**src/hw/rtl/imm_pkg.sv**
```systemverilog
// Package for the integer matrix multiply unit: sizes, codes, transaction structs.
// Used by every module under hw/rtl; depends on nothing.

package imm_pkg;

    localparam int MAX_DIM = 16;
    localparam int IDX_W   = $clog2(MAX_DIM);
    localparam int DIM_W   = $clog2(MAX_DIM + 1);
    localparam int ADDR_W  = 2 * IDX_W;
    localparam int DEPTH   = MAX_DIM * MAX_DIM;
    localparam int DATA_W  = 32;
    localparam int CFG_W   = 5;
    localparam int CIDX_W  = 1;
    localparam int Q_DEPTH = 4;
    localparam int QPTR_W  = $clog2(Q_DEPTH);
    localparam int QCNT_W  = $clog2(Q_DEPTH + 1);

    localparam logic [1:0] KIND_WR_A = 2'd0;
    localparam logic [1:0] KIND_WR_B = 2'd1;
    localparam logic [1:0] KIND_RD   = 2'd2;
    localparam logic [1:0] KIND_NONE = 2'd3;

    localparam logic [CIDX_W-1:0] CFG_DIMENSION = 1'b0;
    localparam logic [CIDX_W-1:0] CFG_ROWS      = 1'b1;

    localparam logic [DIM_W-1:0] SIZE_RESET = DIM_W'(MAX_DIM);

    typedef struct packed {
        logic [1:0]              kind;
        logic [IDX_W-1:0]        row;
        logic [IDX_W-1:0]        col;
        logic signed [DATA_W-1:0] value;
    } item_t;

    typedef struct packed {
        logic signed [DATA_W-1:0] product;
        logic                     index_error;
    } result_t;

    typedef struct packed {
        logic [1:0]        kind;
        logic [IDX_W-1:0]  row;
        logic [IDX_W-1:0]  col;
        logic [DATA_W-1:0] value;
        logic              err;
        logic [IDX_W-1:0]  k_last;
    } q_entry_t;

    typedef struct packed {
        logic full;
        logic empty;
    } q_status_t;

    function automatic logic [DIM_W-1:0] clamp_size(input logic [DIM_W-1:0] v);
        logic [DIM_W-1:0] r;
        if (v == '0)
            r = DIM_W'(1);
        else if (v > DIM_W'(MAX_DIM))
            r = DIM_W'(MAX_DIM);
        else
            r = v;
        return r;
    endfunction

endpackage

```
**src/hw/rtl/imm_front.sv**
```systemverilog
// Front end: holds the size registers, accepts transactions and classifies them.
// Depends on imm_pkg; feeds imm_queue.

module imm_front (
    input  logic                         clk,
    input  logic                         rst_n,
    input  logic                         start,
    input  imm_pkg::item_t               item,
    output logic                         busy,
    input  logic                         cfg_we,
    input  logic [imm_pkg::CIDX_W-1:0]   cfg_index,
    input  logic [imm_pkg::CFG_W-1:0]    cfg_data,
    input  imm_pkg::q_status_t           q_status,
    output logic                         push,
    output imm_pkg::q_entry_t            push_entry
);
    import imm_pkg::*;

    logic              valid_reg, valid_next;
    item_t             item_reg;
    logic [DIM_W-1:0]  dimension_reg, dimension_next;
    logic [DIM_W-1:0]  rows_reg, rows_next;
    logic [DIM_W-1:0]  n_use, m_use;
    logic              accept;

    assign busy   = valid_reg && q_status.full;
    assign accept = start && !busy;
    assign push   = valid_reg && !q_status.full;

    always_comb
    begin
        valid_next = valid_reg;
        if (push)
            valid_next = 1'b0;
        if (accept && item.kind != KIND_NONE)
            valid_next = 1'b1;
    end

    always_comb
    begin
        dimension_next = dimension_reg;
        rows_next      = rows_reg;
        if (cfg_we)
        begin
            case (cfg_index)
                CFG_DIMENSION: dimension_next = cfg_data;
                CFG_ROWS:      rows_next      = cfg_data;
                default:       dimension_next = dimension_reg;
            endcase
        end
    end

    always_ff @(posedge clk or negedge rst_n)
    begin
        if (!rst_n)
        begin
            valid_reg     <= 1'b0;
            dimension_reg <= SIZE_RESET;
            rows_reg      <= SIZE_RESET;
        end
        else
        begin
            valid_reg     <= valid_next;
            dimension_reg <= dimension_next;
            rows_reg      <= rows_next;
        end
    end

    always_ff @(posedge clk)
    begin
        if (accept)
            item_reg <= item;
    end

    assign n_use = clamp_size(dimension_reg);
    assign m_use = clamp_size(rows_reg);

    always_comb
    begin
        push_entry.kind   = item_reg.kind;
        push_entry.row    = item_reg.row;
        push_entry.col    = item_reg.col;
        push_entry.value  = item_reg.value;
        push_entry.err    = (DIM_W'(item_reg.row) >= m_use) || (DIM_W'(item_reg.col) >= n_use);
        push_entry.k_last = IDX_W'(n_use - DIM_W'(1));
    end

endmodule

```
**config.mk**
```make
export PLATFORM = sky130hd
export DESIGN_NAME = imm_front
export DESIGN_NICKNAME = d
export VERILOG_FILES = /design/src/hw/rtl/imm_pkg.sv /design/src/hw/rtl/imm_front.sv
export SDC_FILE = /design/constraint.sdc
export NUM_CORES = 1
export LEC_CHECK = 0
export BUFFER_PORTS_ARGS = -buffer_cell sky130_fd_sc_hd__buf_2
export CORE_MARGIN = 5
export CORE_UTILIZATION = 40
export DETAILED_ROUTE_END_ITERATION = 12
export PLACE_DENSITY = 0.74
export SYNTH_ARGS = -nofsm -noshare
export SYNTH_HDL_FRONTEND = slang
export SYNTH_SLANG_ARGS = --single-unit
```
**constraint.sdc**
```tcl
create_clock -name clk -period 2.95 [get_ports clk]
set_input_delay 0.7375 -clock clk [delete_from_list [all_inputs] [get_ports clk]]
set_output_delay 0.7375 -clock clk [all_outputs]
set_load 0.02 [all_outputs]
```
# [After elaboration in Yosys (flattened, before gate mapping)]
# Cells that the tools add are included.
[classes] n_addsub=1 magnitude_cmp=4 eq_ne=1 muxes=6 bitwise_logic=1 n_reduce_logical=12
[ops] op="$mux 5" count=4
[ops] op="$ge 4x5->1" count=2
[ops] op="$gt 5x5->1 const B" count=2
[ops] op="$logic_not 5->1" count=2
[ops] op="$logic_and 1x1->1" count=4
[ops] op="$reduce_and 2->1" count=2
[ops] op="$sub 4x1->4 const B" count=1
[ops] op="$logic_not 1->1" count=2
[ops] op="$mux 1" count=2
[ops] op="$ne 2x2->1 const B" count=1
[ops] op="$reduce_bool 2->1" count=1
[ops] op="$logic_or 1x1->1" count=1
[ops] op="$not 1->1" count=1
[totals] ff_bits=53 input_bits=54 output_inout_bits=49 wordCells=32

# [Depth between registers and ports, before layout]
# Gate-level depths: netlist of the first run.
[depth] depth_word=5 depth_mapped=7 depth_no_buf=7

# [Least setup slack after synthesis of the first run]
# No wires, ideal clock.
[synth_timing] path_type="in2reg" startpoint="input port q_status[1] in the netlist's numbering" endpoint="register item_reg (netlist bit push_entry[10]) (enable)" arrival_time_ns=2.860 required_time_ns=2.504 setup_slack_ns=-0.356 stages=2 path_cell_list="and2_1 nor2b_1"
[synth_between] elab_chain_cells=3
[synth_rtl] item="from (decl)" line="imm_front.sv:13" text="input imm_pkg::q_status_t q_status,"
[synth_rtl] item="$logic_and 1x1->1" line="imm_front.sv:26" text="assign busy = valid_reg && q_status.full;"
[synth_rtl] item="$logic_not 1->1" line="imm_front.sv:27" text="assign accept = start && !busy;"
[synth_rtl] item="$logic_and 1x1->1" line="imm_front.sv:27"
[synth_rtl] item="net accept" line="imm_front.sv:24" text="logic accept;"
[synth_rtl] item="to (signal assigned)" line="imm_front.sv:72" text="item_reg <= item;"
[synth_rtl] item="to (decl)" line="imm_front.sv:20" text="item_t item_reg;"
# The timed path passes the listed nets, and every way through them passes these cells.
# A chain may end at the register's enable or synchronous reset.

==> impl_metrics.yaml, run 1 <==
timing:
  layout_setup_ws_ns: 0.1342
  drv_slew: 0
  slew_headroom_pct: 73.39
  fmaxAchievable_mhz: 355.1
  fin_crit_ns: 2.816
  clock_skew_ns: 0.004672
  post-route-period-util_pct: 95.45
  tightest_slew_ns: 0.3982
  setup_viol: 0
  hold_viol: 0
routing:
  drtPass1Iterations: 2
  drt_iter0_drc: 27
  postRouteAntennaNets: 0
  viasPerCell: 4.526
  drc: 0
  vias: 1290
  routedWlPerCell_microns: 14.64
  routed_wl_microns: 4172
hold_path:
  hold_class: "in2async"
placed_design:
  dp_slack_ns: 0.4171
  dpl_cell_area_sq_um: 2624
  port_buffers: 101
  gp_congestion: 0.7428
  dp_hpwl_microns: 3342
setup_path:
  critPathKind: "reg2out"
  critPathLaunchType: "flop"
  reg2reg_depth: 3
  critPathRequiredTime_ns: 2.21
  r2r-start: "valid_reg"
  rr_endpoint: "push_entry[23]"
  crit_path_end_kind: "primary output"
  crit_arrival_ns: 2.08
  regToRegSetupSlack_ns: 1.46
  cp_max_fo: 3
grt:
  grt_pass1_vias: 1301
  antenna_found_initial: 0
  grt_pass1_wl_microns: 6216
  grt_max_degree: 33
  grt-ovfl-total: 0
  track_usage_pct: 12.78
synth:
  ys_warn_count: 0
  synth_cell_type_count: 22
  synth.ff_latch_count: 53
  syn-cell-area_sq_um: 2007
  async_flop_share_pct: 20.75
  avgSynthCellArea_sq_um: 18.58
  synth_top_cell_by_area: "edfxtp_1"
  ys_seq_area_share_pct: 76.68
  yosys-top-cells-area: "edfxtp_1, dfrtp_1, ha_1"
  synth_common_cells: "edfxtp_1, mux2_2, dfrtp_1, ha_1, nand2b_1"
  synth_top_area_share_pct: 62.84
  synth_edf_count: 42
  synth_nets: 171
  synth_top_flop_cell: "edfxtp_1"
  yosysMostFrequentCell: "edfxtp_1"
  syn_inst: 108
power_and_ir_drop:
  power.density_nw_per_um2: 610.4
  ir_worst_vdd_mv: 0.4411
  leakagePower_nw: 1.212
floorplan:
  die_area_sq_um: 6533
  fp.coreArea_sq_um: 4786
  std_cell_rows: 25
  start_util_pct: 41.93
  pin_count: 103
  die_x_microns: 80.83
  die_h_microns: 80.83
finish:
  largest_reg_flops: 42
  drive_gt1_share_pct: 60.55
  syn_to_final_growth_pct: 38.72
  multi_input_area_sq_um: 506.7
  seq_area_sq_um: 1539
  antenna_cells: 0
  nets: 281
  final_cell_area_sq_um: 2784
  fillers: 387
clock_tree:
  holdBufCountCts: 0
  clkSlewWorstSetupHoldPaths_ns: 0.09
  clock_path_buffers: 2
  clock_latency_ns: 0.29
  htree_levels: 2
  cts_buffers: 5
  cts_sinks: 53
  root_buffer: "clkbuf_8"
  cts_tree: "done"
run:
  drv_cap: 0
status:
  outcome: "finished clean"
[logic make-up after synthesis]
kind of cell    share of synthesized area [%]
flops                                   76.68
fa+ha+maj                               5.611
xor+xnor                               0.4365
mux                                     5.611
simple gates                            8.043
compound gates                          3.055
buf+inv                                0.5611
[worst max-delay path: stages, from the launching register on]
cell and delay [ns]:
dfrtp_1 0.41, nor3_2 0.19, nor2_1 0.05, nor2_1 0.10
ha_1 0.23, nand2b_4 0.15, a2111oi_4 0.35, o32ai_2 0.13
buf_4 0.18
[stage by stage]
stage	util (%)	TNS (ns)	power (mW)	hold WS, ns	instances
CTS	57.07	0	1.695	0.2938	284
floorplan	-	0	1.108	0.4419	108
global placement	54.82	0	1.222	0.4998	277
detailed placement	54.82	0	1.230	0.4964	277
finish	58.17	0	1.699	0.2965	285
global route	58.17	-0.02099	1.800	0.2981	285
[power by group]
group          switching, mW  leakage (nW)  internal (mW)
registers             0.0316         0.528          0.875
logic                  0.181         0.629          0.148
clock network          0.213        0.0546          0.251
[layer usage]
metal | routed length [microns] | share of wire [%] | track usage, % | vias to the layer above
li1 | - | - | - | 620
met3 | 691 | 17 | 8.093 | 5
met1 | 1487 | 36 | 13.87 | 583
met5 | 0 | 0 | 0 | -
met4 | 60 | 1.4 | 5.068 | 0
met2 | 1933 | 46 | 20.03 | 82
[final cells by class]
| class | count | share of cell area, % |
|---|---|---|
| well taps | 67 | 3.011 |
| clock inverters | 2 | 1.393 |
| flip-flops and latches | 53 | 55.28 |
| repair buffers | 103 | 19.24 |
| clock buffers | 5 | 2.472 |
| multi-input cells | 52 | 18.20 |
| inverters | 3 | 0.4045 |
[worst max path at each step]
stage | startpoint | endpoint | slack [ns] | cells past startpoint
3_5_place_dp | dimension_reg[1] | push_entry[4] | 0.42 | 8
5_1_grt | dimension_reg[1] | push_entry[4] | -0.02 | 8
3_3_place_gp | dimension_reg[1] | push_entry[4] | 0.37 | 8
6_report | rows_reg[1] | push_entry[4] | 0.13 | 8
4_1_cts | dimension_reg[1] | push_entry[4] | 0.07 | 8
2_1_floorplan | q_status[1] | push_entry[10] | 0.44 | 2
[what timing repair did]
item / in CTS / in global routing
buffers inserted: 0 / 1
resized for setup: 0 / 6
endpoints found under the setup margin: 0 / 1
[cell usage in the layout, fill, tap and decap left out, types with 2 or more instances in the layout]
cell type | Yosys | final
clkbuf_8 | 0 | 5
buf_2 | 0 | 100
dfstp_2 | 2 | 2
a2111oi_4 | 0 | 2
ha_1 | 9 | 9
dfrtp_1 | 9 | 9
nand2b_4 | 2 | 2
nand2b_1 | 7 | 7
nor2b_4 | 1 | 2
inv_1 | 3 | 3
nand2_1 | 2 | 2
nor3_2 | 0 | 2
mux2_2 | 10 | 10
nor2_1 | 6 | 6
edfxtp_1 | 42 | 42
buf_4 | 0 | 2
No activity file was read; power rests on OpenSTA's default activity.
==> run 2: changes to the inputs <==
--- a/config.mk
+++ b/config.mk
@@ -7,9 +7,10 @@
 export LEC_CHECK = 0
 export BUFFER_PORTS_ARGS = -buffer_cell sky130_fd_sc_hd__buf_2
 export CORE_MARGIN = 5
-export CORE_UTILIZATION = 40
+export CORE_UTILIZATION = 46
+export CTS_BUF_LIST = sky130_fd_sc_hd__clkbuf_4
 export DETAILED_ROUTE_END_ITERATION = 12
-export PLACE_DENSITY = 0.74
+export PLACE_DENSITY = 0.8
 export SYNTH_ARGS = -nofsm -noshare
 export SYNTH_HDL_FRONTEND = slang
 export SYNTH_SLANG_ARGS = --single-unit
==> constraint.sdc (replaced) <==
create_clock -name clk -period 2.6 [get_ports clk]
set_input_delay 0.65 -clock clk [delete_from_list [all_inputs] [get_ports clk]]
set_output_delay 0.65 -clock clk [all_outputs]
set_load 0.02 [all_outputs]
==> run 2 against run 1 <==
The run now ends with negative setup slack left. Clock power decreased by 23%. Flip-flop and latch count unchanged. Cell count is 3.5% lower. Via count rose by 2.1%. Global-route usage increased by 2.2 points. Sequential power rose by 13%.
==> impl_metrics.yaml, run 2 (synthesis results as in run 1) <==
finish:
  antenna_cells: 0
  nets: 285
  layout.cells.non_filler: 275
  final_cell_area_sq_um: 2751
  syn_to_final_growth_pct: 37.09
  final_cell_mix: "buf_2, edfxtp_1, mux2_2"
  fillers: 323
  mostFrequentLayoutCell: "buf_2"
  drive_gt1_share_pct: 62.78
  largest_reg_flops: 42
placed_design:
  dpl_cell_area_sq_um: 2605
  place_inst: 262
  gp_congestion: 0.7609
  port_buffers: 101
  dp_hpwl_microns: 3266
routing:
  highest_layer: "met4"
  vias: 1317
  m1WireLength_microns: 1630
  routedWlPerCell_microns: 15.30
  wl_met2_microns: 1859
  drtPass1Iterations: 4
  viasPerCell: 4.789
  postRouteAntennaNets: 0
  drt_iter0_drc: 46
  routed_wl_microns: 4207
  met3WireLength_microns: 677
  drc: 0
floorplan:
  die_x_microns: 76.05
  std_cell_rows: 24
  die_h_microns: 76.05
  die_area_sq_um: 5784
  pin_count: 103
  start_util_pct: 46.74
  fp.coreArea_sq_um: 4294
clock_tree:
  cts_buffers: 5
  clock_latency_ns: 0.35
  root_buffer: "clkbuf_4"
  htree_levels: 2
  clkSlewWorstSetupHoldPaths_ns: 0.14
  cts_sinks: 53
  cts_tree: "done"
  clock_path_buffers: 2
timing:
  hold_viol: 0
  drv_slew: 0
  layout_setup_ws_ns: -0.1419
  post-route-period-util_pct: 105.5
  slew_headroom_pct: 72.91
  clock_skew_ns: 0.009723
  fmaxAchievable_mhz: 364.7
  fin_crit_ns: 2.742
  setup_viol: 1
  tightest_slew_ns: 0.4056
  rsz0062_at_grt: "yes"
grt:
  grt_max_degree: 33
  grt_pass1_vias: 1473
  grt-ovfl-total: 0
  track_usage_pct: 15.03
  grt_pass1_wl_microns: 6893
  antenna_found_initial: 0
setup_path:
  critPathLaunchType: "flop"
  cp_max_fo: 2
  reg2reg_depth: 3
  crit_path_end_kind: "primary output"
  rr_endpoint: "push_entry[19]"
  r2r-start: "valid_reg"
  critPathRequiredTime_ns: 1.95
  crit_arrival_ns: 2.09
  regToRegSetupSlack_ns: 1.07
  critPathKind: "reg2out"
power_and_ir_drop:
  power.density_nw_per_um2: 642.7
  ir_worst_vdd_mv: 0.3836
  leakagePower_nw: 1.209
status:
  outcome: "complete, but fails checks"
  violations: "negative setup slack"
run:
  drv_cap: 0
hold_path:
  hold_class: "in2async"
[run 2: cell count changes in the layout (fill, tap and decap cells not counted), moves of 2 or more]
cell / before / now
clkbuf_4: 0 / 7
clkbuf_8: 5 / 0
buf_4: 2 / 5
ha_1: 9 / 7
ha_2: 0 / 2
[run 2: cell type report]
type | instances | area, sq um | share of cell area [%]
sequential | 53 | 1540 | 55.98
tap | 52 | 65.06 | 2.365
timing repair buffer | 107 | 563.0 | 20.46
multi-input combinational | 52 | 511.7 | 18.60
clock inverter | 1 | 7.507 | 0.2729
inverter | 3 | 11.26 | 0.4093
clock buffer | 7 | 52.55 | 1.910
[run 2: timing repair]
action                                  4_1_cts  5_1_grt
buffers inserted                              5        0
endpoints found under the setup margin        1        1
gates resized for setup                       6        2
pin swaps                                    11        0
endpoints found under the hold margin         0        0
hold buffers                                  0        0
[run 2: critical path, stage by stage, from the launching register on]
cell	delay (ns)
dfrtp_1	0.41
nor3_2	0.17
nor2_1	0.07
nor2_1	0.12
ha_1	0.24
nand2b_4	0.15
a2111oi_4	0.28
o32ai_1	0.12
buf_2	0.17
[run 2: metrics by stage]
| stage | setup TNS (ns) | util [%] | hold slack [ns] | total power [mW] | setup slack, ns |
|---|---|---|---|---|---|
| 2_1_floorplan | 0 | - | 0.3544 | 1.257 | 0.1758 |
| 3_3_place_gp | 0 | 60.66 | 0.4964 | 1.383 | 0.1187 |
| 3_5_place_dp | 0 | 60.66 | 0.5026 | 1.394 | 0.1228 |
| 4_1_cts | -0.1705 | 63.90 | 0.1165 | 1.786 | -0.1705 |
| 5_1_grt | -0.2925 | 64.07 | 0.1026 | 1.878 | -0.2925 |
| 6_report | -0.1419 | 64.07 | 0.1357 | 1.768 | -0.1419 |
[run 2: worst max-delay path by stage]
stage / startpoint / to / cells past startpoint
2_1_floorplan: q_status[1] / push_entry[10] / 2
3_3_place_gp: dimension_reg[1] / push_entry[4] / 8
3_5_place_dp: dimension_reg[1] / push_entry[4] / 8
4_1_cts: dimension_reg[3] / push_entry[4] / 8
5_1_grt: dimension_reg[3] / push_entry[4] / 8
6_report: dimension_reg[3] / push_entry[4] / 8
[run 2: report_power, final]
group	switching [mW]	leakage, nW	total, mW	internal [mW]
combinational	0.211	0.649	0.388	0.177
clock	0.228	0.0324	0.357	0.128
sequential	0.0307	0.527	1.02	0.993
total	0.471	1.21	1.77	1.30
[run 2: per-layer routing]
| metal | vias to the layer above | global-route usage (%) |
|---|---|---|
| li1 | 628 | - |
| met1 | 602 | 17.12 |
| met2 | 85 | 22.86 |
| met3 | 2 | 9.693 |
| met4 | 0 | 5.245 |
| met5 | - | 0 |
