==> src/hw/rtl/imm_pkg.sv <==
// Package for the integer matrix multiply unit: sizes, codes, transaction structs.
// Used by every module under hw/rtl; depends on nothing.

package imm_pkg;

    localparam int MAX_DIM = 16;
    localparam int IDX_W   = $clog2(MAX_DIM);
    localparam int DIM_W   = $clog2(MAX_DIM + 1);
    localparam int ADDR_W  = 2 * IDX_W;
    localparam int DEPTH   = MAX_DIM * MAX_DIM;
    localparam int DATA_W  = 32;
    localparam int CFG_W   = 5;
    localparam int CIDX_W  = 1;
    localparam int Q_DEPTH = 4;
    localparam int QPTR_W  = $clog2(Q_DEPTH);
    localparam int QCNT_W  = $clog2(Q_DEPTH + 1);

    localparam logic [1:0] KIND_WR_A = 2'd0;
    localparam logic [1:0] KIND_WR_B = 2'd1;
    localparam logic [1:0] KIND_RD   = 2'd2;
    localparam logic [1:0] KIND_NONE = 2'd3;

    localparam logic [CIDX_W-1:0] CFG_DIMENSION = 1'b0;
    localparam logic [CIDX_W-1:0] CFG_ROWS      = 1'b1;

    localparam logic [DIM_W-1:0] SIZE_RESET = DIM_W'(MAX_DIM);

    typedef struct packed {
        logic [1:0]              kind;
        logic [IDX_W-1:0]        row;
        logic [IDX_W-1:0]        col;
        logic signed [DATA_W-1:0] value;
    } item_t;

    typedef struct packed {
        logic signed [DATA_W-1:0] product;
        logic                     index_error;
    } result_t;

    typedef struct packed {
        logic [1:0]        kind;
        logic [IDX_W-1:0]  row;
        logic [IDX_W-1:0]  col;
        logic [DATA_W-1:0] value;
        logic              err;
        logic [IDX_W-1:0]  k_last;
    } q_entry_t;

    typedef struct packed {
        logic full;
        logic empty;
    } q_status_t;

    function automatic logic [DIM_W-1:0] clamp_size(input logic [DIM_W-1:0] v);
        logic [DIM_W-1:0] r;
        if (v == '0)
            r = DIM_W'(1);
        else if (v > DIM_W'(MAX_DIM))
            r = DIM_W'(MAX_DIM);
        else
            r = v;
        return r;
    endfunction

endpackage

==> src/hw/rtl/imm_queue.sv <==
// Short FIFO of classified transactions between front and back end.
// Depends on imm_pkg.

module imm_queue (
    input  logic                clk,
    input  logic                rst_n,
    input  logic                push,
    input  imm_pkg::q_entry_t   push_entry,
    input  logic                pop,
    output imm_pkg::q_entry_t   head,
    output imm_pkg::q_status_t  status
);
    import imm_pkg::*;

    q_entry_t            entry_reg [Q_DEPTH];
    logic [QPTR_W-1:0]   wr_ptr_reg, wr_ptr_next;
    logic [QPTR_W-1:0]   rd_ptr_reg, rd_ptr_next;
    logic [QCNT_W-1:0]   count_reg, count_next;
    logic                do_push, do_pop;

    assign status.full  = (count_reg == QCNT_W'(Q_DEPTH));
    assign status.empty = (count_reg == '0);
    assign do_push      = push && !status.full;
    assign do_pop       = pop && !status.empty;
    assign head         = entry_reg[rd_ptr_reg];

    always_comb
    begin
        wr_ptr_next = do_push ? wr_ptr_reg + QPTR_W'(1) : wr_ptr_reg;
        rd_ptr_next = do_pop ? rd_ptr_reg + QPTR_W'(1) : rd_ptr_reg;
        count_next  = count_reg;
        if (do_push && !do_pop)
            count_next = count_reg + QCNT_W'(1);
        else if (do_pop && !do_push)
            count_next = count_reg - QCNT_W'(1);
    end

    always_ff @(posedge clk or negedge rst_n)
    begin
        if (!rst_n)
        begin
            wr_ptr_reg <= '0;
            rd_ptr_reg <= '0;
            count_reg  <= '0;
        end
        else
        begin
            wr_ptr_reg <= wr_ptr_next;
            rd_ptr_reg <= rd_ptr_next;
            count_reg  <= count_next;
        end
    end

    always_ff @(posedge clk)
    begin
        if (do_push)
            entry_reg[wr_ptr_reg] <= push_entry;
    end

endmodule

==> config.mk <==
export PLATFORM = sky130hd
export DESIGN_NAME = imm_queue
export DESIGN_NICKNAME = d
export VERILOG_FILES = /design/src/hw/rtl/imm_pkg.sv /design/src/hw/rtl/imm_queue.sv
export SDC_FILE = /design/constraint.sdc
export NUM_CORES = 1
export LEC_CHECK = 0
export ABC_AREA = 0
export BUFFER_PORTS_ARGS = -buffer_cell sky130_fd_sc_hd__buf_2
export CORE_MARGIN = 2
export CORE_UTILIZATION = 45
export CTS_CLUSTER_SIZE = 24
export DETAILED_ROUTE_END_ITERATION = 10
export MAX_ROUTING_LAYER = met4
export PLACE_DENSITY_LB_ADDON = 0.05
export SYNTH_ARGS = -nofsm -noshare
export SYNTH_HDL_FRONTEND = slang
export SYNTH_SLANG_ARGS = --single-unit
==> constraint.sdc <==
create_clock -name clk -period 2.25 [get_ports clk]
set_input_delay 0.3375 -clock clk [delete_from_list [all_inputs] [get_ports clk]]
set_output_delay 0.3375 -clock clk [all_outputs]
set_load 0.01 [all_outputs]
---- Yosys cells after proc, flatten, opt, wreduce, memory -nomap -nowiden ----
Memory sizes are Yosys's and may differ from the RTL's.
Index checks and enable logic that the tools add are counted.
W data, S select, Z words.
word-level totals
  flip-flop bits (word level) ............. 7
  memory bits (writable) .................. 188
  output and inout port bits .............. 49
  word-level logic and storage cells ...... 23
  memories ................................ 1
memory list
  memory     depth  bits a word  read ports  clocked after Yosys merged registers in  write ports  line             source
  entry_reg  4      47           1           0                                        1            imm_queue.sv:15  q_entry_t entry_reg [Q_DEPTH];
operators by class
  $add $sub $neg .......................... 4
  equality and inequality tests ........... 1
  mux-type cells .......................... 4
  reductions and logical operators ........ 10
operators with widths
  kind                   number
  $mux W3                2
  $add A2 B1 Y2 const B  2
  $logic_and A1 B1 Y1    4
  $logic_not A1 Y1       4
  $add A3 B1 Y3 const B  1
  $eq A3 B3 Y1 const B   1
  $logic_not A3 Y1       1
  $sub A3 B1 Y3 const B  1
  $mux W1                2
  $reduce_bool A2 Y1     1

---- Longest topological paths before layout ----
Gate-level depths: netlist (run 1).
  depth in word-level cells ............... 7
  depth in mapped cells ................... 9

---- Worst setup path after synthesis (run 1) ----
Ideal clock, no wire load.
  kind .................................... flip-flop to flip-flop
  start point ............................. reg count_reg[2]
  end point ............................... mem entry_reg[0][0] in the netlist's numbering, enable pin
  library setup time ...................... 0.409 ns
  arrival ................................. 1.953 ns
  required time ........................... 1.841 ns
  setup slack ............................. -0.112 ns
  stages on the path, launching flop included .. 5
  path buffers ............................ 1
  clock period less this slack ............ 2.362 ns
  path through ............................ dfrtp_1 -> nor3b_2 -> nor2b_1 -> buf_2 -> and2_1
RTL lines
  what                    line             source
  start, declared         imm_queue.sv:18  logic [QCNT_W-1:0] count_reg, count_next;
  start signal, assigned  imm_queue.sv:50  count_reg <= count_next;
  end, declared           imm_queue.sv:15

==> results of run 1 <==
[area by class of cell]
cell class / count / area share (%)
diodes: 2 / 0.0574
clock buffers: 17 / 4.88
clock inverters: 15 / 1.55
inverters: 4 / 0.172
multi-input cells: 71 / 14.8
flip-flops and latches: 195 / 66.9
well taps: 216 / 3.10
repair buffers: 116 / 8.54
[kinds of logic (layout without fill, tap and decap cells)]
| logic type | Yosys count | in the layout |
|---|---|---|
| xor+xnor | 6 | 6 |
| fa+ha+maj | 6 | 6 |
| buf+inv | 16 | 152 |
| flops | 195 | 195 |
| mux | 49 | 49 |
| other cells | 0 | 2 |
| simple gates | 10 | 10 |
[critical path: stages (launching register included)]
cell and delay (ns):
dfrtp_4 0.52, buf_12 0.20, mux4_2 0.52, buf_2 0.16
[layer usage]
layer / track usage [%] / vias to the layer above / part of all wire, %
met4: 5.63 / 0 / 1.1
met5: - / - / 0
met3: 5.01 / 10 / 5.0
met2: 26.5 / 67 / 53
met1: 18.7 / 1663 / 41
li1: - / 1451 / -
[cells in the final DEF (no fill, tap or decap), types with 2 or more instances in the layout]
cell	instances
and2_2	4
buf_12	9
buf_2	98
buf_4	7
clkbuf_16	17
clkinv_1	2
clkinv_4	5
clkinvlp_4	3
dfrtp_1	4
dfrtp_2	2
diode_2	2
edfxtp_1	188
ha_1	5
inv_1	4
inv_6	3
mux2_2	2
mux4_1	2
mux4_2	45
xnor2_1	4
xor2_1	2
[power groups by stage]
stage / clock network, mW / logic (mW) / registers, mW
floorplan: 0 / 2.29 / 5.01
global placement: 0 / 3.48 / 5.12
detailed placement: 0 / 3.48 / 5.16
CTS: 2.90 / 3.60 / 5.03
global route: 3.06 / 3.81 / 5.08
finish: 2.84 / 3.49 / 5.02
[repair_timing]
action | in CTS | in global routing
endpoints found under the hold margin | 7 | 0
gates resized for setup | 0 | 2
setup buffers | 2 | 0
hold buffers | 1 | 0
setup endpoints to repair | 36 | 2
[metrics by stage]
| stage | area (um^2) | instances |
|---|---|---|
| 2_1_floorplan | 7230 | 282 |
| 3_3_place_gp | 8100 | 599 |
| 3_5_place_dp | 8100 | 599 |
| 4_1_cts | 8700 | 634 |
| 5_1_grt | 8710 | 636 |
| 6_report | 8710 | 636 |
[worst max path at each step]
| stage | from | endpoint | slack [ns] | cells past startpoint |
|---|---|---|---|---|
| final | rd_ptr_reg[0] | head[29] | 0.08 | 3 |
| after global routing | count_reg[0] | count_reg[2] | -0.002 | 8 |
| after CTS | rd_ptr_reg[0] | head[34] | 0.04 | 3 |
| after detailed placement | count_reg[0] | count_reg[2] | 0.17 | 8 |
| after global placement | count_reg[0] | count_reg[2] | 0.22 | 8 |
| after floorplan | count_reg[0] | count_reg[2] | 0.27 | 8 |
==> run metrics, run 1 <==
status=complete, no violations; Worst slew margin=74.0%; CP Capture Type=primary output; drt wl/cell=19.4 um; CTS sink cnt=195; post-synth net total=339; Synth Area in Compound Gates=0%; Leak=3.01 nW; Skew-Pair Late Insertion Delay=0.42 ns; top_reg_cell synth=edfxtp_1; vias in the first global route=3,395; Die H=131 um; syn_area_per_cell=25.6 um^2; clk root buf=clkbuf_16; crit path DAT=1.83 ns; clock power share=25.0%; period utilization=96.4%; Internal=8.07 mW; Overflow after GRT=0; r2r endpoint=count_reg[2]; DRC=0; reg2reg setup slack=0.17 ns; Via-to-Cell Ratio=5.02; clock slew seen by the registers of the worst setup and hold paths=0.07 ns; Gate power share=30.8%; FF+latch count, synth=195; top cells by area, synth=edfxtp_1 (78%), mux4_2 (14%), dfrtp_1 (2.4%); Synth Area in Simple Gates=0.866%; Max VDD drop=0.841 mV; register area share after synthesis=80.6%; Max Slew Vio Count=0; Synth top cells by count=edfxtp_1 (188), mux4_2 (45), dfrtp_1 (7), ha_1 (5); starting density of the core=45.8%; H-tree depth=4; fraction of synthesized cell area in xor and xnor cells=0.728%; final setup violation count=0; Psw=3.27 mW; Final Critical Period=2.17 ns; Hold Path Class=input pin to flip-flop; die area=0.0171 mm^2; Req. time, crit path=1.91 ns; main combinational cell family by area after synthesis=multiplexers; first-pass GRT wire length=18,800 um; hold depth=1; worst hold slack=0.123 ns; Final HPWL DP=7510 um; Net Sw Frac=28.9%; fin util=55.3%; std cell rows=46; Post-Synth Adder-Cell Area=1.14%; Post-Synthesis Cells=282; area of the multi-input gates=0.00129 mm^2; Total Routing Usage GR=16.0%; Routed Antenna Nets=0; Pre-antenna DRT Iters=5; Worst R2R Start=count_reg[0]; routed vias=3,191; initial DRC count=230; P&R area growth vs syn=20.6%; die width=131 um; cell with the most instances after synthesis=edfxtp_1; max capacitance violation total=0; reg2reg path depth=8; fmax=461 MHz; clock buffer count from CTS=17; Post-Syn Area=0.00722 mm^2; crit-path max FO=14; Final Hold Viols=0; Total Wirelength=12,400 um; Sequential Power Share=44.2%; RePlAce Congestion=0.758; largest net degree at the start of global routing=29; P per Cell Area=1300 mW/mm^2; FF/Latch Area=0.00583 mm^2; clk_skew=0.00773 ns; initial antenna violation count=2; hold endpoint=entry_reg[3][36]; critical path launch point type=flip-flop; max FFs per register=188; Core Area=0.0158 mm^2; Post-synth EDFFs=188; fill count=1,248; Pwr Total=11.3 mW; CTS max path bufs=2; Synth cell types=22; Synth area leader=edfxtp_1; Ports=100; CTS tree=yes; layout cells sized above 1=47.8%; HP Start=push_entry[36]; post-place setup slack=0.174 ns; Port Buffers=99; Post-synth ARST share=3.59%; top cell type's share of synthesized area=78.2%; mux contribution to synthesized area=15.1%; worst-margin pin slew=0.389 ns; Synth Warn #=0; Final nets=462; Crit Path Category=flip-flop to primary output; setup TNS=0 ns; Final WS setup=0.0800 ns
No activity file was read; power rests on OpenSTA's default activity.
==> run 2: changes to the inputs <==
==> constraint.sdc (replaced) <==
create_clock -name clk -period 2 [get_ports clk]
set_input_delay 0.3 -clock clk [delete_from_list [all_inputs] [get_ports clk]]
set_output_delay 0.3 -clock clk [all_outputs]
set_load 0.01 [all_outputs]
==> run metrics, run 2 (synthesis gave the netlist of run 1 again) <==
Critical Path Sink=head[32]; P&R area growth vs syn=26.5%; Final HPWL DP=7510 um; failing checks=negative setup slack; Final Critical Period=2.14 ns; HP Start=push_entry[22]; period utilization=107%; crit-path max FO=5; drt wl/cell=20.1 um; hold depth=1; clock slew seen by the registers of the worst setup and hold paths=0.07 ns; clock buffer count from CTS=17; Skew-Pair Late Insertion Delay=0.42 ns; largest net degree at the start of global routing=41; H-tree depth=4; die width=131 um; worst path bufs/invs=3; CP Capture Type=primary output; clk root buf=clkbuf_16; Pre-antenna DRT Iters=4; Critical Path Max Stage Delay=0.51 ns; setup TNS=-4.77 ns; initial DRC count=169; clk_skew=0.00456 ns; Final Hold Viols=0; crit path DAT=1.84 ns; Total Wirelength=13,000 um; initial antenna violation count=1; vias in the first global route=3,475; final setup violation count=46; Final WS setup=-0.138 ns; commonest cells after routing, fill and taps aside=edfxtp_1 (188), buf_2 (68), mux4_2 (46), buf_6 (32), clkbuf_16 (19); Worst R2R Start=count_reg[1]; critical path launch point type=flip-flop; layout cells sized above 1=50.5%; die area=0.0171 mm^2; crit path cell chain=buf_12 -> buf_12 -> mux4_2 -> buf_6; Worst slew margin=76.5%; area of the multi-input gates=0.00132 mm^2; Max Slew Vio Count=0; RSZ-0062 raised after global routing=yes; routed vias=3,236; worst-margin pin slew=0.352 ns; first-pass GRT wire length=19,700 um; std cell rows=46; Overflow after GRT=0; Total Routing Usage GR=16.8%; Leak=3.19 nW; fill count=1,210; Routed Antenna Nets=0; Via-to-Cell Ratio=5.00; critical path startpoint=rd_ptr_reg[0]; dpl cells=604; CTS tree=yes; crit-path most repeated cell=buf_12; CTS sink cnt=195; CP Depth=4; reg2reg path depth=8; max FFs per register=188; CTS max path bufs=2; Max VDD drop=0.846 mV; Crit Path Category=flip-flop to primary output; r2r endpoint=count_reg[2]; status=finished, violations left; DRC=0; fmax=468 MHz; Die H=131 um; Port Buffers=99; max capacitance violation total=0; Req. time, crit path=1.70 ns; critical path's slowest cell=dfrtp_4; Top delay family on crit path=flip-flops; Ports=100; reg2reg setup slack=0.11 ns; starting density of the core=45.8%; Core Area=0.0158 mm^2; post-route insts no fill=647; Final nets=475; most common cell after layout, fill and taps aside=edfxtp_1; P per Cell Area=1540 mW/mm^2; Hold Path Class=input pin to flip-flop; RePlAce Congestion=0.761; FF/Latch Area=0.00583 mm^2
run 2: where the power goes:
group          total [mW]  switching, mW  leakage (nW)  internal [mW]
logic                5.03           2.26          1.10           2.77
clock network        3.39           1.43         0.280           1.96
registers            5.61          0.203          1.80           5.41
run 2: how the worst min path moves through the flow:
stage	slack (ns)	endpoint
6_report	0.09	entry_reg[0][22]
5_1_grt	0.07	entry_reg[0][31]
4_1_cts	0.06	entry_reg[1][1]
3_5_place_dp	0.15	count_reg[2]
3_3_place_gp	0.15	count_reg[1]
2_1_floorplan	0.004	count_reg[0]
run 2: timing repair:
action	CTS	global route
pin swaps	0	4
cloned	1	2
buffers inserted	5	2
hold buffers	1	0
hold endpoints to repair	7	0
gates resized for setup	26	22
endpoints found under the setup margin	48	48
run 2: worst reg2reg max path, cell delays in order (launching register included):
cell,delay (ns)
dfrtp_1,0.39
or3_4,0.41
nand2_4,0.08
ha_4,0.13
inv_2,0.04
fa_2,0.33
xor2_1,0.15
nor2_1,0.12
xor2_1,0.16
run 2: layer usage:
layer  GRT usage [%]  up-vias  wire (um)  share of wire, %
li1                -     1472          -                 -
met1            20.5     1682       5690                44
met2            27.0       68       6630                51
met3            4.52       14        488               3.8
met4            6.38        0        197               1.5
met5               -        -          0                 0
run 2: area by class of cell:
class                   instances  area share (%)
clock buffers                  17            4.66
diodes                          1          0.0274
well taps                     216            2.96
inverters                       4           0.164
repair buffers                129            12.2
clock inverters                14            1.78
flip-flops and latches        195            63.8
multi-input cells              71            14.4
run 2: per-stage QoR:
step                      worst slack, ns  power [mW]  hold WS, ns  area (um^2)  util (%)
after floorplan                    0.0230        8.22      0.00441         7230         -
after global placement             0.0674        9.78        0.152         8140      51.6
after detailed placement          0.00613        9.83        0.150         8140      51.6
after CTS                          -0.182        13.8       0.0612         8950      56.8
after global routing               -0.191        14.7       0.0694         9140      57.9
final                              -0.138        14.0       0.0861         9140      57.9
==> run 3: changes to the inputs <==
--- a/config.mk
+++ b/config.mk
@@ -7,8 +7,11 @@
 export LEC_CHECK = 0
 export ABC_AREA = 0
 export BUFFER_PORTS_ARGS = -buffer_cell sky130_fd_sc_hd__buf_2
+export CELL_PAD_IN_SITES_DETAIL_PLACEMENT = 1
+export CELL_PAD_IN_SITES_GLOBAL_PLACEMENT = 1
 export CORE_MARGIN = 2
 export CORE_UTILIZATION = 45
+export CTS_BUF_LIST = sky130_fd_sc_hd__clkbuf_8 sky130_fd_sc_hd__clkbuf_16
 export CTS_CLUSTER_SIZE = 24
 export DETAILED_ROUTE_END_ITERATION = 10
 export MAX_ROUTING_LAYER = met4
==> run metrics, run 3 (synthesis gave the netlist of run 1 again) <==
routed vias=3,318; die width=131 um; Max VDD drop=0.769 mV; clock buffer count from CTS=17; RePlAce Congestion=0.734; H-tree depth=4; dpl cells=602; max FFs per register=188; Crit Path Category=flip-flop to primary output; Worst slew margin=74.6%; Total Routing Usage GR=17.3%; Core Area=0.0158 mm^2; Die H=131 um; Critical Path Max Stage Delay=0.51 ns; Max Slew Vio Count=0; crit path DAT=1.85 ns; P&R area growth vs syn=27.4%; post-place setup slack=-0.0444 ns; number of inserted diodes=0; worst path bufs/invs=3; vias in the first global route=3,478; initial antenna violation count=0; Pwr Total=14.4 mW; Final Critical Period=2.15 ns; std cell rows=46; CP Capture Type=primary output; DRC=0; first-pass GRT wire length=20,200 um; clock slew seen by the registers of the worst setup and hold paths=0.07 ns; status=finished, violations left; fin util=58.3%; most common cell after layout, fill and taps aside=edfxtp_1; starting density of the core=45.8%; Overflow after GRT=0; post-route insts no fill=648; largest net degree at the start of global routing=39; RSZ-0062 raised after global routing=yes; Hold Path Class=input pin to flip-flop; Final Hold Viols=0; Total Wirelength=14,100 um; Pre-antenna DRT Iters=4; failing checks=negative setup slack; Final HPWL DP=8080 um; setup TNS=-5.59 ns; max capacitance violation total=0; CTS tree=yes; fmax=466 MHz; critical path launch point type=flip-flop; Req. time, crit path=1.70 ns; period utilization=107%; crit path cell chain=buf_12 -> clkbuf_16 -> mux4_2 -> buf_6; Final nets=476; crit-path max FO=6; P per Cell Area=1570 mW/mm^2; clk_skew=0.00552 ns; Skew-Pair Late Insertion Delay=0.43 ns; Via-to-Cell Ratio=5.12; Top delay family on crit path=multiplexers; Leak=3.20 nW; Ports=100; initial DRC count=175; critical path's slowest cell=mux4_2; clk root buf=clkbuf_16; CTS max path bufs=2; die area=0.0171 mm^2; Port Buffers=99; layout cells sized above 1=51.4%; CTS sink cnt=195; worst-margin pin slew=0.381 ns; Routed Antenna Nets=0; commonest cells after routing, fill and taps aside=edfxtp_1 (188), buf_2 (67), mux4_2 (47), buf_6 (34), clkbuf_16 (21); Final WS setup=-0.148 ns; final setup violation count=47; drt wl/cell=21.8 um
-- run 3: cell types whose count changed in the layout (fill, tap and decap cells not counted), moves of 2 or more --
cell        delta
clkinv_1       -3
clkbuf_16      +2
buf_16         -2
buf_6          +2
clkinvlp_4     +3
-- run 3: timing repair --
action	in CTS	in global routing
hold buffers	1	0
cloned	0	6
gates resized for setup	14	38
setup buffers	4	3
endpoints found under the setup margin	45	57
pin swaps	1	2
endpoints found under the hold margin	7	0
-- run 3: area by class of cell --
cell class,instances,area (um^2)
clock buffers,17,425
clock inverters,15,208
fillers,1367,6570
inverters,4,15.0
multi-input cells,71,1310
flip-flops and latches,195,5830
well taps,216,270
repair buffers,130,1140
-- run 3: where the power goes --
part / total, mW / switching [mW] / leakage, nW / internal (mW)
registers: 5.65 / 0.241 / 1.80 / 5.41
logic: 5.16 / 2.34 / 1.11 / 2.82
clock network: 3.60 / 1.50 / 0.290 / 2.10
-- run 3: worst paths after layout --
| kind | start | end | slack [ns] | cells after the start |
|---|---|---|---|---|
| min | push_entry[33] | entry_reg[1][33] | 0.08 | 1 |
| max | rd_ptr_reg[0] | head[23] | -0.15 | 4 |
| min in group asynchronous | rst_n | count_reg[0] | 0.23 | 2 |
| min reg2reg | count_reg[2] | count_reg[2] | 0.51 | 1 |
| max reg2reg | count_reg[0] | count_reg[1] | 0.11 | 7 |
| max in group asynchronous | rst_n | rd_ptr_reg[0] | 1.59 | 2 |
-- run 3: routing by layer --
| layer | part of all wire [%] | routed length [um] | GRT usage [%] |
|---|---|---|---|
| met5 | 0 | 0 | - |
| met3 | 5.0 | 701 | 5.46 |
| met2 | 50 | 7030 | 26.9 |
| met4 | 1.1 | 155 | 5.44 |
| met1 | 44 | 6220 | 22.0 |
-- run 3: per-stage QoR --
stage / instance area, um^2 / hold slack (ns)
finish: 9200 / 0.0782
global route: 9200 / 0.0642
CTS: 8880 / 0.0564
detailed placement: 8130 / 0.147
global placement: 8130 / 0.145
floorplan: 7230 / 0.00441
